[config.mk]
export PLATFORM = sky130hd
export DESIGN_NAME = five_point_stencil_step_top
export DESIGN_NICKNAME = d
export VERILOG_FILES = /design/src/rtl/fpss_pkg.sv /design/src/rtl/five_point_stencil_step_top.sv /design/src/rtl/fpss_cell.sv /design/src/rtl/fpss_line.sv /design/src/rtl/fpss_datapath.sv
export VERILOG_INCLUDE_DIRS = /design/src /design/src/rtl
export SDC_FILE = /design/constraint.sdc
export NUM_CORES = 2
export LEC_CHECK = 0
export BUFFER_PORTS_ARGS = -buffer_cell sky130_fd_sc_hd__buf_2
export CAP_MARGIN = 20
export CORE_MARGIN = 2
export CORE_UTILIZATION = 60
export DETAILED_ROUTE_END_ITERATION = 7
export PLACE_DENSITY_LB_ADDON = 0.25
export SYNTH_ARGS = -nofsm -noshare
export SYNTH_HDL_FRONTEND = slang
export SYNTH_SLANG_ARGS = --single-unit
[constraint.sdc]
create_clock -name clk -period 42.2 [get_ports clk]
set_input_delay 2.11 -clock clk [delete_from_list [all_inputs] [get_ports clk]]
set_output_delay 2.11 -clock clk [all_outputs]
set_load 0.02 [all_outputs]
[src/rtl/assert_macros.svh]
// Assertion macros used by the top level RTL.
// Checks compile only when SYNTHESIS is not defined; otherwise they are empty.
`ifndef ASSERT_MACROS_SVH
`define ASSERT_MACROS_SVH

`ifndef SYNTHESIS

// Condition must hold at every clock edge outside reset.
`define FPSS_ASSERT(label, clk, rst, cond) \
  label: assert property (@(posedge clk) disable iff (rst) (cond)) \
    else $error("fpss check failed");

// Consequent must hold in the cycle after the antecedent.
`define FPSS_ASSERT_NEXT(label, clk, rst, ante, cons) \
  label: assert property (@(posedge clk) disable iff (rst) (ante) |=> (cons)) \
    else $error("fpss sequence check failed");

`else

`define FPSS_ASSERT(label, clk, rst, cond)
`define FPSS_ASSERT_NEXT(label, clk, rst, ante, cons)

`endif

`endif

[src/rtl/fpss_pkg.sv]
// Package for the five point stencil step block.
// Default sizes, gain register constants and the result tag type. No dependencies.
`timescale 1ns / 1ps

package fpss_pkg;

  localparam int GRID_SIZE_DEF   = 32;
  localparam int SAMPLE_BITS_DEF = 16;
  localparam int GAIN_BITS       = 16;
  localparam logic [GAIN_BITS-1:0] GAIN_RESET = 16'd16384;

  // Per-result control carried down the arithmetic pipeline.
  typedef struct packed {
    logic interior;
    logic end_of_run;
    logic frame_done;
  } tag_t;

endpackage

[src/rtl/five_point_stencil_step_top.sv]
// Top level of the five point stencil step: raster counters, row flush, gain register.
// Depends on fpss_pkg, fpss_line, fpss_datapath and assert_macros.svh.
//
//  channel  | handshake                   | payload
//  ---------+-----------------------------+-------------------------------------
//  sample   | sample_valid / sample_stall | sample
//  result   | result_valid / result_stall | new_value, end_of_run, frame_done
//  config   | cfg_write                   | cfg_data (diffusion gain)
//
// One sample per cycle while sample_stall is low; the last sample of a grid starts the
// flush that pushes the zero final row through the pipeline, one per cycle while
// it is ready. Samples past row 0 pass the sum, multiply and clamp registers in turn.
// Reset clears counters, flush count and pipeline valids and loads the gain with 16384;
// the delay line is not reset. A result stall backs up through the pipeline ready chain,
// so samples keep being taken while pipeline stages are empty.
`timescale 1ns / 1ps
`include "assert_macros.svh"

module five_point_stencil_step_top #(
  parameter int GRID_SIZE   = fpss_pkg::GRID_SIZE_DEF,
  parameter int SAMPLE_BITS = fpss_pkg::SAMPLE_BITS_DEF
) (
  input  logic                           clk,
  input  logic                           rst,
  input  logic                           cfg_write,
  input  logic [fpss_pkg::GAIN_BITS-1:0] cfg_data,
  input  logic                           sample_valid,
  output logic                           sample_stall,
  input  logic signed [SAMPLE_BITS-1:0]  sample,
  output logic                           result_valid,
  input  logic                           result_stall,
  output logic signed [SAMPLE_BITS-1:0]  new_value,
  output logic                           end_of_run,
  output logic                           frame_done
);

  import fpss_pkg::*;

  localparam int CW = $clog2(GRID_SIZE);
  localparam int FW = $clog2(GRID_SIZE + 1);
  localparam logic [CW-1:0] LAST_POS = CW'(GRID_SIZE - 1);
  localparam logic [CW-1:0] EDGE_POS = CW'(GRID_SIZE - 2);
  localparam logic [FW-1:0] FLUSH_LEN = FW'(GRID_SIZE);

  logic [GAIN_BITS-1:0] gain;
  logic [CW-1:0]        col, row;
  logic [CW-1:0]        col_next, row_next;
  logic [FW-1:0]        flush_cnt;
  logic                 flushing;
  logic                 push_ready;
  logic                 push;
  logic                 sample_xfer;
  logic                 final_in;
  tag_t                 tag;
  tag_t                 res_tag;
  logic signed [SAMPLE_BITS-1:0] t_up, t_left, t_center, t_right;

  assign flushing     = flush_cnt != '0;
  assign sample_stall = flushing || !push_ready;
  assign sample_xfer  = sample_valid && !sample_stall;
  assign final_in     = (row == LAST_POS) && (col == LAST_POS);
  assign push         = (sample_xfer && row != '0) || (flushing && push_ready);

  always_comb begin
    if (flushing) begin
      tag.interior   = 1'b0;
      tag.end_of_run = flush_cnt == FW'(1);
      tag.frame_done = flush_cnt == FW'(1);
    end else begin
      // cell (row-1, col) is interior when row-1 is at least 1 and col is 1 to GRID_SIZE-2
      tag.interior   = (row >= CW'(2)) && (col != '0) && (col <= EDGE_POS);
      tag.end_of_run = !final_in;
      tag.frame_done = 1'b0;
    end
  end

  always_comb begin
    col_next = col;
    row_next = row;
    if (final_in) begin
      col_next = '0;
      row_next = '0;
    end else if (col == LAST_POS) begin
      col_next = '0;
      row_next = row + CW'(1);
    end else begin
      col_next = col + CW'(1);
    end
  end

  always_ff @(posedge clk) begin
    if (rst) begin
      gain      <= GAIN_RESET;
      col       <= '0;
      row       <= '0;
      flush_cnt <= '0;
    end else begin
      if (cfg_write) begin
        gain <= cfg_data;
      end
      if (sample_xfer) begin
        col <= col_next;
        row <= row_next;
      end
      if (sample_xfer && final_in) begin
        flush_cnt <= FLUSH_LEN;
      end else if (flushing && push_ready) begin
        flush_cnt <= flush_cnt - FW'(1);
      end
    end
  end

  fpss_line #(.N(GRID_SIZE), .W(SAMPLE_BITS)) u_line (
    .clk    (clk),
    .en     (sample_xfer),
    .d      (sample),
    .up     (t_up),
    .left   (t_left),
    .center (t_center),
    .right  (t_right)
  );

  fpss_datapath #(.W(SAMPLE_BITS)) u_datapath (
    .clk        (clk),
    .rst        (rst),
    .gain       (gain),
    .push       (push),
    .push_ready (push_ready),
    .up         (t_up),
    .down       (sample),
    .left       (t_left),
    .right      (t_right),
    .center     (t_center),
    .tag        (tag),
    .out_valid  (result_valid),
    .out_stall  (result_stall),
    .out_value  (new_value),
    .out_tag    (res_tag)
  );

  assign end_of_run = res_tag.end_of_run;
  assign frame_done = res_tag.frame_done;

  `FPSS_ASSERT(a_frame_ends_run, clk, rst, !(result_valid && frame_done) || end_of_run)
  `FPSS_ASSERT(a_frame_cell_zero, clk, rst, !(result_valid && frame_done) || new_value == '0)
  `FPSS_ASSERT_NEXT(a_flush_starts, clk, rst, sample_xfer && final_in, flush_cnt == FLUSH_LEN)
  `FPSS_ASSERT(a_no_take_in_flush, clk, rst, !(flushing && sample_xfer))

endmodule

[src/rtl/fpss_cell.sv]
// One cell of the sample delay line: a register that loads its left neighbor.
// Depends on nothing else.
`timescale 1ns / 1ps

module fpss_cell #(
  parameter int W = 16
) (
  input  logic                clk,
  input  logic                en,
  input  logic signed [W-1:0] d,
  output logic signed [W-1:0] q
);

  always_ff @(posedge clk) begin
    if (en) begin
      q <= d;
    end
  end

endmodule

[src/rtl/fpss_line.sv]
// Two-row delay line built as a chain of fpss_cell, with the stencil taps.
// Depends on fpss_cell.
`timescale 1ns / 1ps

module fpss_line #(
  parameter int N = 32,
  parameter int W = 16
) (
  input  logic                clk,
  input  logic                en,
  input  logic signed [W-1:0] d,
  output logic signed [W-1:0] up,
  output logic signed [W-1:0] left,
  output logic signed [W-1:0] center,
  output logic signed [W-1:0] right
);

  localparam int DEPTH = 2 * N;

  logic signed [W-1:0] tap [DEPTH];

  // tap[i] holds the sample accepted i+1 transfers ago
  for (genvar i = 0; i < DEPTH; i++) begin : g_cell
    if (i == 0) begin : g_head
      fpss_cell #(.W(W)) u_cell (.clk(clk), .en(en), .d(d), .q(tap[i]));
    end else begin : g_body
      fpss_cell #(.W(W)) u_cell (.clk(clk), .en(en), .d(tap[i-1]), .q(tap[i]));
    end
  end

  assign up     = tap[DEPTH-1];
  assign left   = tap[N];
  assign center = tap[N-1];
  assign right  = tap[N-2];

endmodule

[src/rtl/fpss_datapath.sv]
// Three-stage elastic pipeline: Laplacian sum, gain multiply, round and clamp (zero off interior).
// Depends on fpss_pkg for the tag type and gain width.
`timescale 1ns / 1ps

module fpss_datapath #(
  parameter int W = 16
) (
  input  logic                            clk,
  input  logic                            rst,
  input  logic [fpss_pkg::GAIN_BITS-1:0]  gain,
  input  logic                            push,
  output logic                            push_ready,
  input  logic signed [W-1:0]             up,
  input  logic signed [W-1:0]             down,
  input  logic signed [W-1:0]             left,
  input  logic signed [W-1:0]             right,
  input  logic signed [W-1:0]             center,
  input  fpss_pkg::tag_t                  tag,
  output logic                            out_valid,
  input  logic                            out_stall,
  output logic signed [W-1:0]             out_value,
  output fpss_pkg::tag_t                  out_tag
);

  import fpss_pkg::*;

  localparam int LW = W + 3;              // Laplacian
  localparam int PW = LW + GAIN_BITS + 1; // gain * Laplacian, 16 fraction bits
  localparam int DW = PW - 16;            // rounded delta
  localparam int VW = W + 5;              // center + delta
  localparam logic signed [VW-1:0] VMAX = {{(VW-W+1){1'b0}}, {(W-1){1'b1}}};
  localparam logic signed [VW-1:0] VMIN = ~VMAX;
  localparam logic signed [PW-1:0] HALF = PW'(32768);

  logic              v1, v2;
  logic              rdy1, rdy2, rdy3;
  logic signed [LW-1:0] lap1;
  logic signed [W-1:0]  u1, u2;
  tag_t                 tag1, tag2;
  logic signed [PW-1:0] prod2;

  logic signed [LW-1:0] lap_next;
  logic signed [PW-1:0] prod_next;
  logic signed [PW-1:0] rounded;
  logic signed [DW-1:0] delta;
  logic signed [VW-1:0] sum;
  logic signed [W-1:0]  value_next;

  assign rdy3 = !out_valid || !out_stall;
  assign rdy2 = !v2 || rdy3;
  assign rdy1 = !v1 || rdy2;
  assign push_ready = rdy1;

  always_comb begin
    lap_next = LW'(up) + LW'(down) + LW'(left) + LW'(right) - (LW'(center) <<< 2);
  end

  assign prod_next = $signed({1'b0, gain}) * lap1;

  // floor((p + 2^15) / 2^16): ties go toward plus infinity
  always_comb begin
    rounded = prod2 + HALF;
    delta   = rounded[PW-1:16];
    sum     = VW'(u2) + VW'(delta);
    if (!tag2.interior) begin
      value_next = '0;
    end else if (sum > VMAX) begin
      value_next = VMAX[W-1:0];
    end else if (sum < VMIN) begin
      value_next = VMIN[W-1:0];
    end else begin
      value_next = sum[W-1:0];
    end
  end

  always_ff @(posedge clk) begin
    if (rst) begin
      v1        <= 1'b0;
      v2        <= 1'b0;
      out_valid <= 1'b0;
    end else begin
      if (rdy1) begin
        v1 <= push;
      end
      if (rdy2) begin
        v2 <= v1;
      end
      if (rdy3) begin
        out_valid <= v2;
      end
    end
  end

  always_ff @(posedge clk) begin
    if (rdy1 && push) begin
      lap1 <= lap_next;
      u1   <= center;
      tag1 <= tag;
    end
    if (rdy2 && v1) begin
      prod2 <= prod_next;
      u2    <= u1;
      tag2  <= tag1;
    end
    if (rdy3 && v2) begin
      out_value <= value_next;
      out_tag   <= tag2;
    end
  end

endmodule
# == Yosys cells after proc, flatten, opt, wreduce, memory -nomap -nowiden ==
# Index checks and enable logic that the tools add are counted.
# classes
add_sub_neg,9
eq_ne,3
n_reduce_logical,30
mul,1
n_mux,9
n_lt_le_gt_ge,4
n_bitwise,1
# ops
operator,count
"36-bit by 17-bit adder with 36-bit output, second input constant",1
17-bit by 19-bit multiplier with 36-bit output,1
16-bit by 20-bit adder with 21-bit output,1
"21-bit by 16-bit > comparator with 1-bit output, second input constant",1
"21-bit by 16-bit less-than comparator with 1-bit output, second input constant",1
5-bit two-way mux,4
19-bit by 16-bit adder with 19-bit output,1
19-bit by 18-bit subtractor with 19-bit output,1
17-bit by 16-bit adder with 18-bit output,1
16-bit by 16-bit adder with 17-bit output,1
16-bit two-way mux,1
15-bit two-way mux,1
6-bit two-way mux,2
"5-bit by 1-bit adder with 5-bit output, second input constant",2
"5-bit equality test, second input constant",2
1-bit logical AND,10
5-bit nonzero test,2
1-bit zero test,7
"6-bit by 1-bit equality test with 1-bit output, second input constant",1
6-bit nonzero test,1
"6-bit by 1-bit subtractor with 6-bit output, second input constant",1
"5-bit by 2-bit greater-or-equal comparator with 1-bit output, second input constant",1
"5-bit less-or-equal comparator, second input constant",1
1-bit logical OR,5
5 further kinds,7
# totals
output_inout_bits,20
wordCells,143
input_bits,37
ff_bits,1170

# == Depth between registers and ports, before layout ==
# logic_depth
word_depth,11
depth_mapped,24
depth_no_buf,23

# == By module ==
# Synthesis repeated with hierarchy kept, for this count alone.
# unflattened
cells_unflattened,2972
area_unflattened_um2,49921.6
# modules_own_cells
mod,instances,cells_per_inst,area_each_um2,seq_area_each_um2
fpss_cell,64,16,480.5,480.5
fpss_datapath,1,1767,17529.3,2972.9
five_point_stencil_step_top,1,181,1642.8,640.6

# == Worst setup path before layout ==
# Ideal clock, no wire load.
# synth_timing
kind,input to register
from,input port result_stall
to,register row[3]
cell_stages,7
required_ns,42.130
setup_ns,0.070
arrival_time_ns,16.231
n_path_buf,0
slack_ns,25.898
cell_sequence,and3_1 a21oi_2 nand2_1 inv_2 nand2_1 or4_1 a21oi_1
# synth_between
elab_chain_len,9
# synth_lines
element,line,source
start: declaration,five_point_stencil_step_top.sv:31,"input logic result_stall,"
1-bit zero test,fpss_datapath.sv:49,assign rdy3 = !out_valid || !out_stall;
1-bit logical OR,fpss_datapath.sv:49,
1-bit logical OR,fpss_datapath.sv:50,assign rdy2 = !v2 || rdy3;
1-bit logical OR,fpss_datapath.sv:51,assign rdy1 = !v1 || rdy2;
1-bit zero test,five_point_stencil_step_top.sv:59,assign sample_stall = flushing || !push_ready;
1-bit logical OR,five_point_stencil_step_top.sv:59,
1-bit zero test,five_point_stencil_step_top.sv:60,assign sample_xfer = sample_valid && !sample_stall;
1-bit logical AND,five_point_stencil_step_top.sv:60,
via sample_xfer,five_point_stencil_step_top.sv:52,logic sample_xfer;
2-bit AND reduction (no line),--,
end signal: assignment,five_point_stencil_step_top.sv:103,row <= row_next;
end: declaration,five_point_stencil_step_top.sv:46,"logic [CW-1:0] col, row;"
# The timed path passes the listed nets, and every way through them passes these cells.
# A chain may end at the register's enable or synchronous reset.

# == Worst setup path in the final report ==
# layout_timing
from,register gain[2]
to,register u_datapath.prod2[35] (data pin)
# layout_between
elab_chain_len,1
# layout_lines
element,line,source
start: declaration,five_point_stencil_step_top.sv:45,logic [GAIN_BITS-1:0] gain;
start signal: assignment,five_point_stencil_step_top.sv:99,gain <= cfg_data;
17-bit by 19-bit multiplier with 36-bit output,fpss_datapath.sv:58,"assign prod_next = $signed({1'b0, gain}) * lap1;"
via u_datapath.prod_next[35],fpss_datapath.sv:43,logic signed [PW-1:0] prod_next;
end signal: assignment,fpss_datapath.sv:101,prod2 <= prod_next;
end: declaration,fpss_datapath.sv:40,logic signed [PW-1:0] prod2;
# The timed path passes the listed nets, and every way through them passes these cells.

==> results_dict.tcl <==
set metrics [dict create \
    die_h_um 292 \
    clk_pin_slew_ns 0.07 \
    antenna_found_initial 3 \
    hp-class "reg -> reg" \
    finalWorstPathRequiredPeriod_ns 7.57 \
    clk_path_buf_depth 3 \
    ys_ff_latch 1155 \
    post-synth-top-area-cell "edfxtp_1" \
    grt_start_max_net_pins 193 \
    nNetsFinal 3660 \
    fp.dieArea_um2 85400 \
    worstPathRequired_ns 42.61 \
    core_um2 82100 \
    max_slew_margin_pct 30.6 \
    post-cts-setup-buffers 0 \
    drc 0 \
    dpl.hpwl_mm 54.1 \
    multi_input_area_um2 13700 \
    wire_per_inst_um 20.8 \
    drive_gt1_share_pct 8.20 \
    fin_tns_setup_ns 0 \
    netlist.area_leader.share_pct 67.5 \
    firstDrtPassIters 5 \
    arrival_ns 7.98 \
    cts_hold_buf 0 \
    seq_area_um2 34300 \
    cts_root_buf "clkbuf_16" \
    min_period_over_period_pct 17.9 \
    detail_route.wirelength_mm 89.0 \
    grt_overflow 0 \
    maxCapViolations 0 \
    grt_pass1_wl_mm 140 \
    die_w_um 292 \
    crit_type "reg -> reg" \
    ys_seq_area_share_pct 68.9 \
    finalClockSkew_ns 0.0539 \
    viasPerCell 5.48 \
    num_vias 23500 \
    drtIter0Drc 1866 \
    worstPathMaxFanout 20 \
    syn_area_um2 49800 \
    ctsResizeCount 0 \
    synth_nets 3533 \
    grtUsageTotal_pct 21.5 \
    endpoint_kind "flip-flop" \
    grt_pass1_vias 25000 \
    num_rows 105 \
    syn2layout_area_growth_pct 10.6 \
    fill_cells 5337 \
    synthCells 3001 \
    status "finished, final reports clean" \
    ioPinCount 57 \
    gp_congestion 0.884 \
    worstSetupStartpointType "flip-flop" \
    start_util_pct 60.7 \
    clk_latency_ns 0.68 \
    synth_area_leaders "edfxtp_1 67%, fa_1 14%, ha_1 3.9%, inv_1 3.2%, nand2_1 1.7%" \
    synthTopCellsByCount "1120 x edfxtp_1, 426 x inv_1, 339 x fa_1" \
    rsz0062_at_grt "false" \
    yosysMostFrequentCell "edfxtp_1" \
    hold_violations 0 \
    htreeDepth 3 \
    ys_types 66 \
    fmax_mhz 132 \
    worst_pin_slew_ns 1.04 \
    port_buffers 56 \
    yosys_warnings 0 \
    avgSynthCellArea_um2 16.6 \
    cts_tree "done" \
    ant_nets 0 \
    slew_viol_final 0 \
    setup_violations 0 \
    async_reset_ff_share_pct 0 \
    synthFlopType "edfxtp_1" \
    cts_buffers 106 \
    cts_sinks 1155 \
    synth_edf_count 1120 \
]
## kinds of logic (layout without fill, tap and decap cells)
family / count (synthesis) / after routing / share of synthesized area [%]
AO/OA/AOI/OAI: 191 / 191 / 2.46
XOR/XNOR: 90 / 90 / 1.58
adder cells (fa/ha/maj): 495 / 495 / 17.5
buffers and inverters: 485 / 704 / 3.67
flip-flops: 1155 / 1155 / 68.9
multiplexers: 15 / 15 / 0.301
other: 0 / 1 / 0
AND/OR/NAND/NOR: 570 / 570 / 5.58
## cell type report
cell class	instances	area share, %
sequential	1155	62.3
multi-input combinational	1361	24.9
clock buffer	124	5.01
inverter	427	2.92
tap	1070	2.43
clock inverter	76	1.53
timing repair buffer	77	0.994
antenna	1	0.00454
## state kept, by name, summed over array words and instances (netlist names)
| name | count |
|---|---|
| col | 5 |
| u_datapath.out_value | 16 |
| u_datapath.out_valid | 1 |
| u_datapath.prod2 | 21 |
| gain | 16 |
| u_datapath.v2 | 1 |
| u_line.g_cell.g_body.u_cell.q | 1008 |
| u_datapath.out_tag | 2 |
| row | 5 |
| u_datapath.lap1 | 19 |
| flush_cnt | 6 |
| u_datapath.u1 | 16 |
| u_datapath.tag2 | 3 |
| u_datapath.u2 | 16 |
| u_line.g_cell.g_head.u_cell.q | 16 |
| u_datapath.tag1 | 3 |
| u_datapath.v1 | 1 |
## critical path: stages (launching register included)
cell	delay (ns)
dfxtp_1	0.91
nand2_1	0.29
fa_1	0.79
fa_1	0.48
inv_1	0.09
fa_1	0.45
fa_1	0.51
fa_1	0.49
inv_1	0.05
fa_1	0.47
inv_1	0.04
ha_1	0.32
a21o_1	0.22
a21oi_1	0.15
nor2b_1	0.09
a2111oi_0	0.60
o22ai_1	0.15
nor3_1	0.57
o311ai_0	0.32
a21oi_1	0.24
xor2_1	0.09
## layer usage
metal  wire (um)  track usage (%)
met2       45000             36.6
met4        3350             8.02
met5           0                0
met3        3430             2.98
met1       37200             28.5
## through the flow
step	setup WS (ns)	utilization [%]	area (um^2)	instances	hold WS, ns
final	34.63	67.2	55100	4291	0.382
after global routing	34.15	67.2	55100	4290	0.393
after CTS	34.53	67.0	55000	4284	0.382
after detailed placement	34.09	62.6	51400	4084	0.405
after global placement	34.42	62.6	51400	4084	0.400
after floorplan	25.90	-	49800	3001	0.400
## worst paths after layout
check        depth (start not counted)                            startpoint                              endpoint  slack [ns]
min                                  0  u_line.g_cell[62].g_body.u_cell.q[2]  u_line.g_cell[63].g_body.u_cell.q[2]        0.38
min reg2reg                          0  u_line.g_cell[62].g_body.u_cell.q[2]  u_line.g_cell[63].g_body.u_cell.q[2]        0.38
max reg2reg                         20                               gain[2]                  u_datapath.prod2[35]       34.63
max                                 20                               gain[2]                  u_datapath.prod2[35]       34.63
## cells in the final DEF (no fill, tap or decap), types with 8 or more instances in the layout
cell type,n
nand2b_1,14
nand3_1,29
o21ai_0,26
buf_2,56
xnor2_1,63
o211ai_1,8
clkinv_1,18
a21o_1,12
inv_1,426
edfxtp_1,1120
or3_1,9
buf_4,14
bufinv_16,11
a21oi_1,77
clkinvlp_4,13
clkinv_2,18
and3_1,17
clkbuf_1,15
and2_1,126
clkbuf_16,107
ha_1,156
xor2_1,27
nor3_1,21
nor2_1,74
dfxtp_1,35
mux2i_1,15
fa_1,339
nand2_1,232
nor2b_1,11
Power is left out: the tool's default activity adds up to more than one toggle a clock period on the data nets, which glitch-free logic cannot reach.
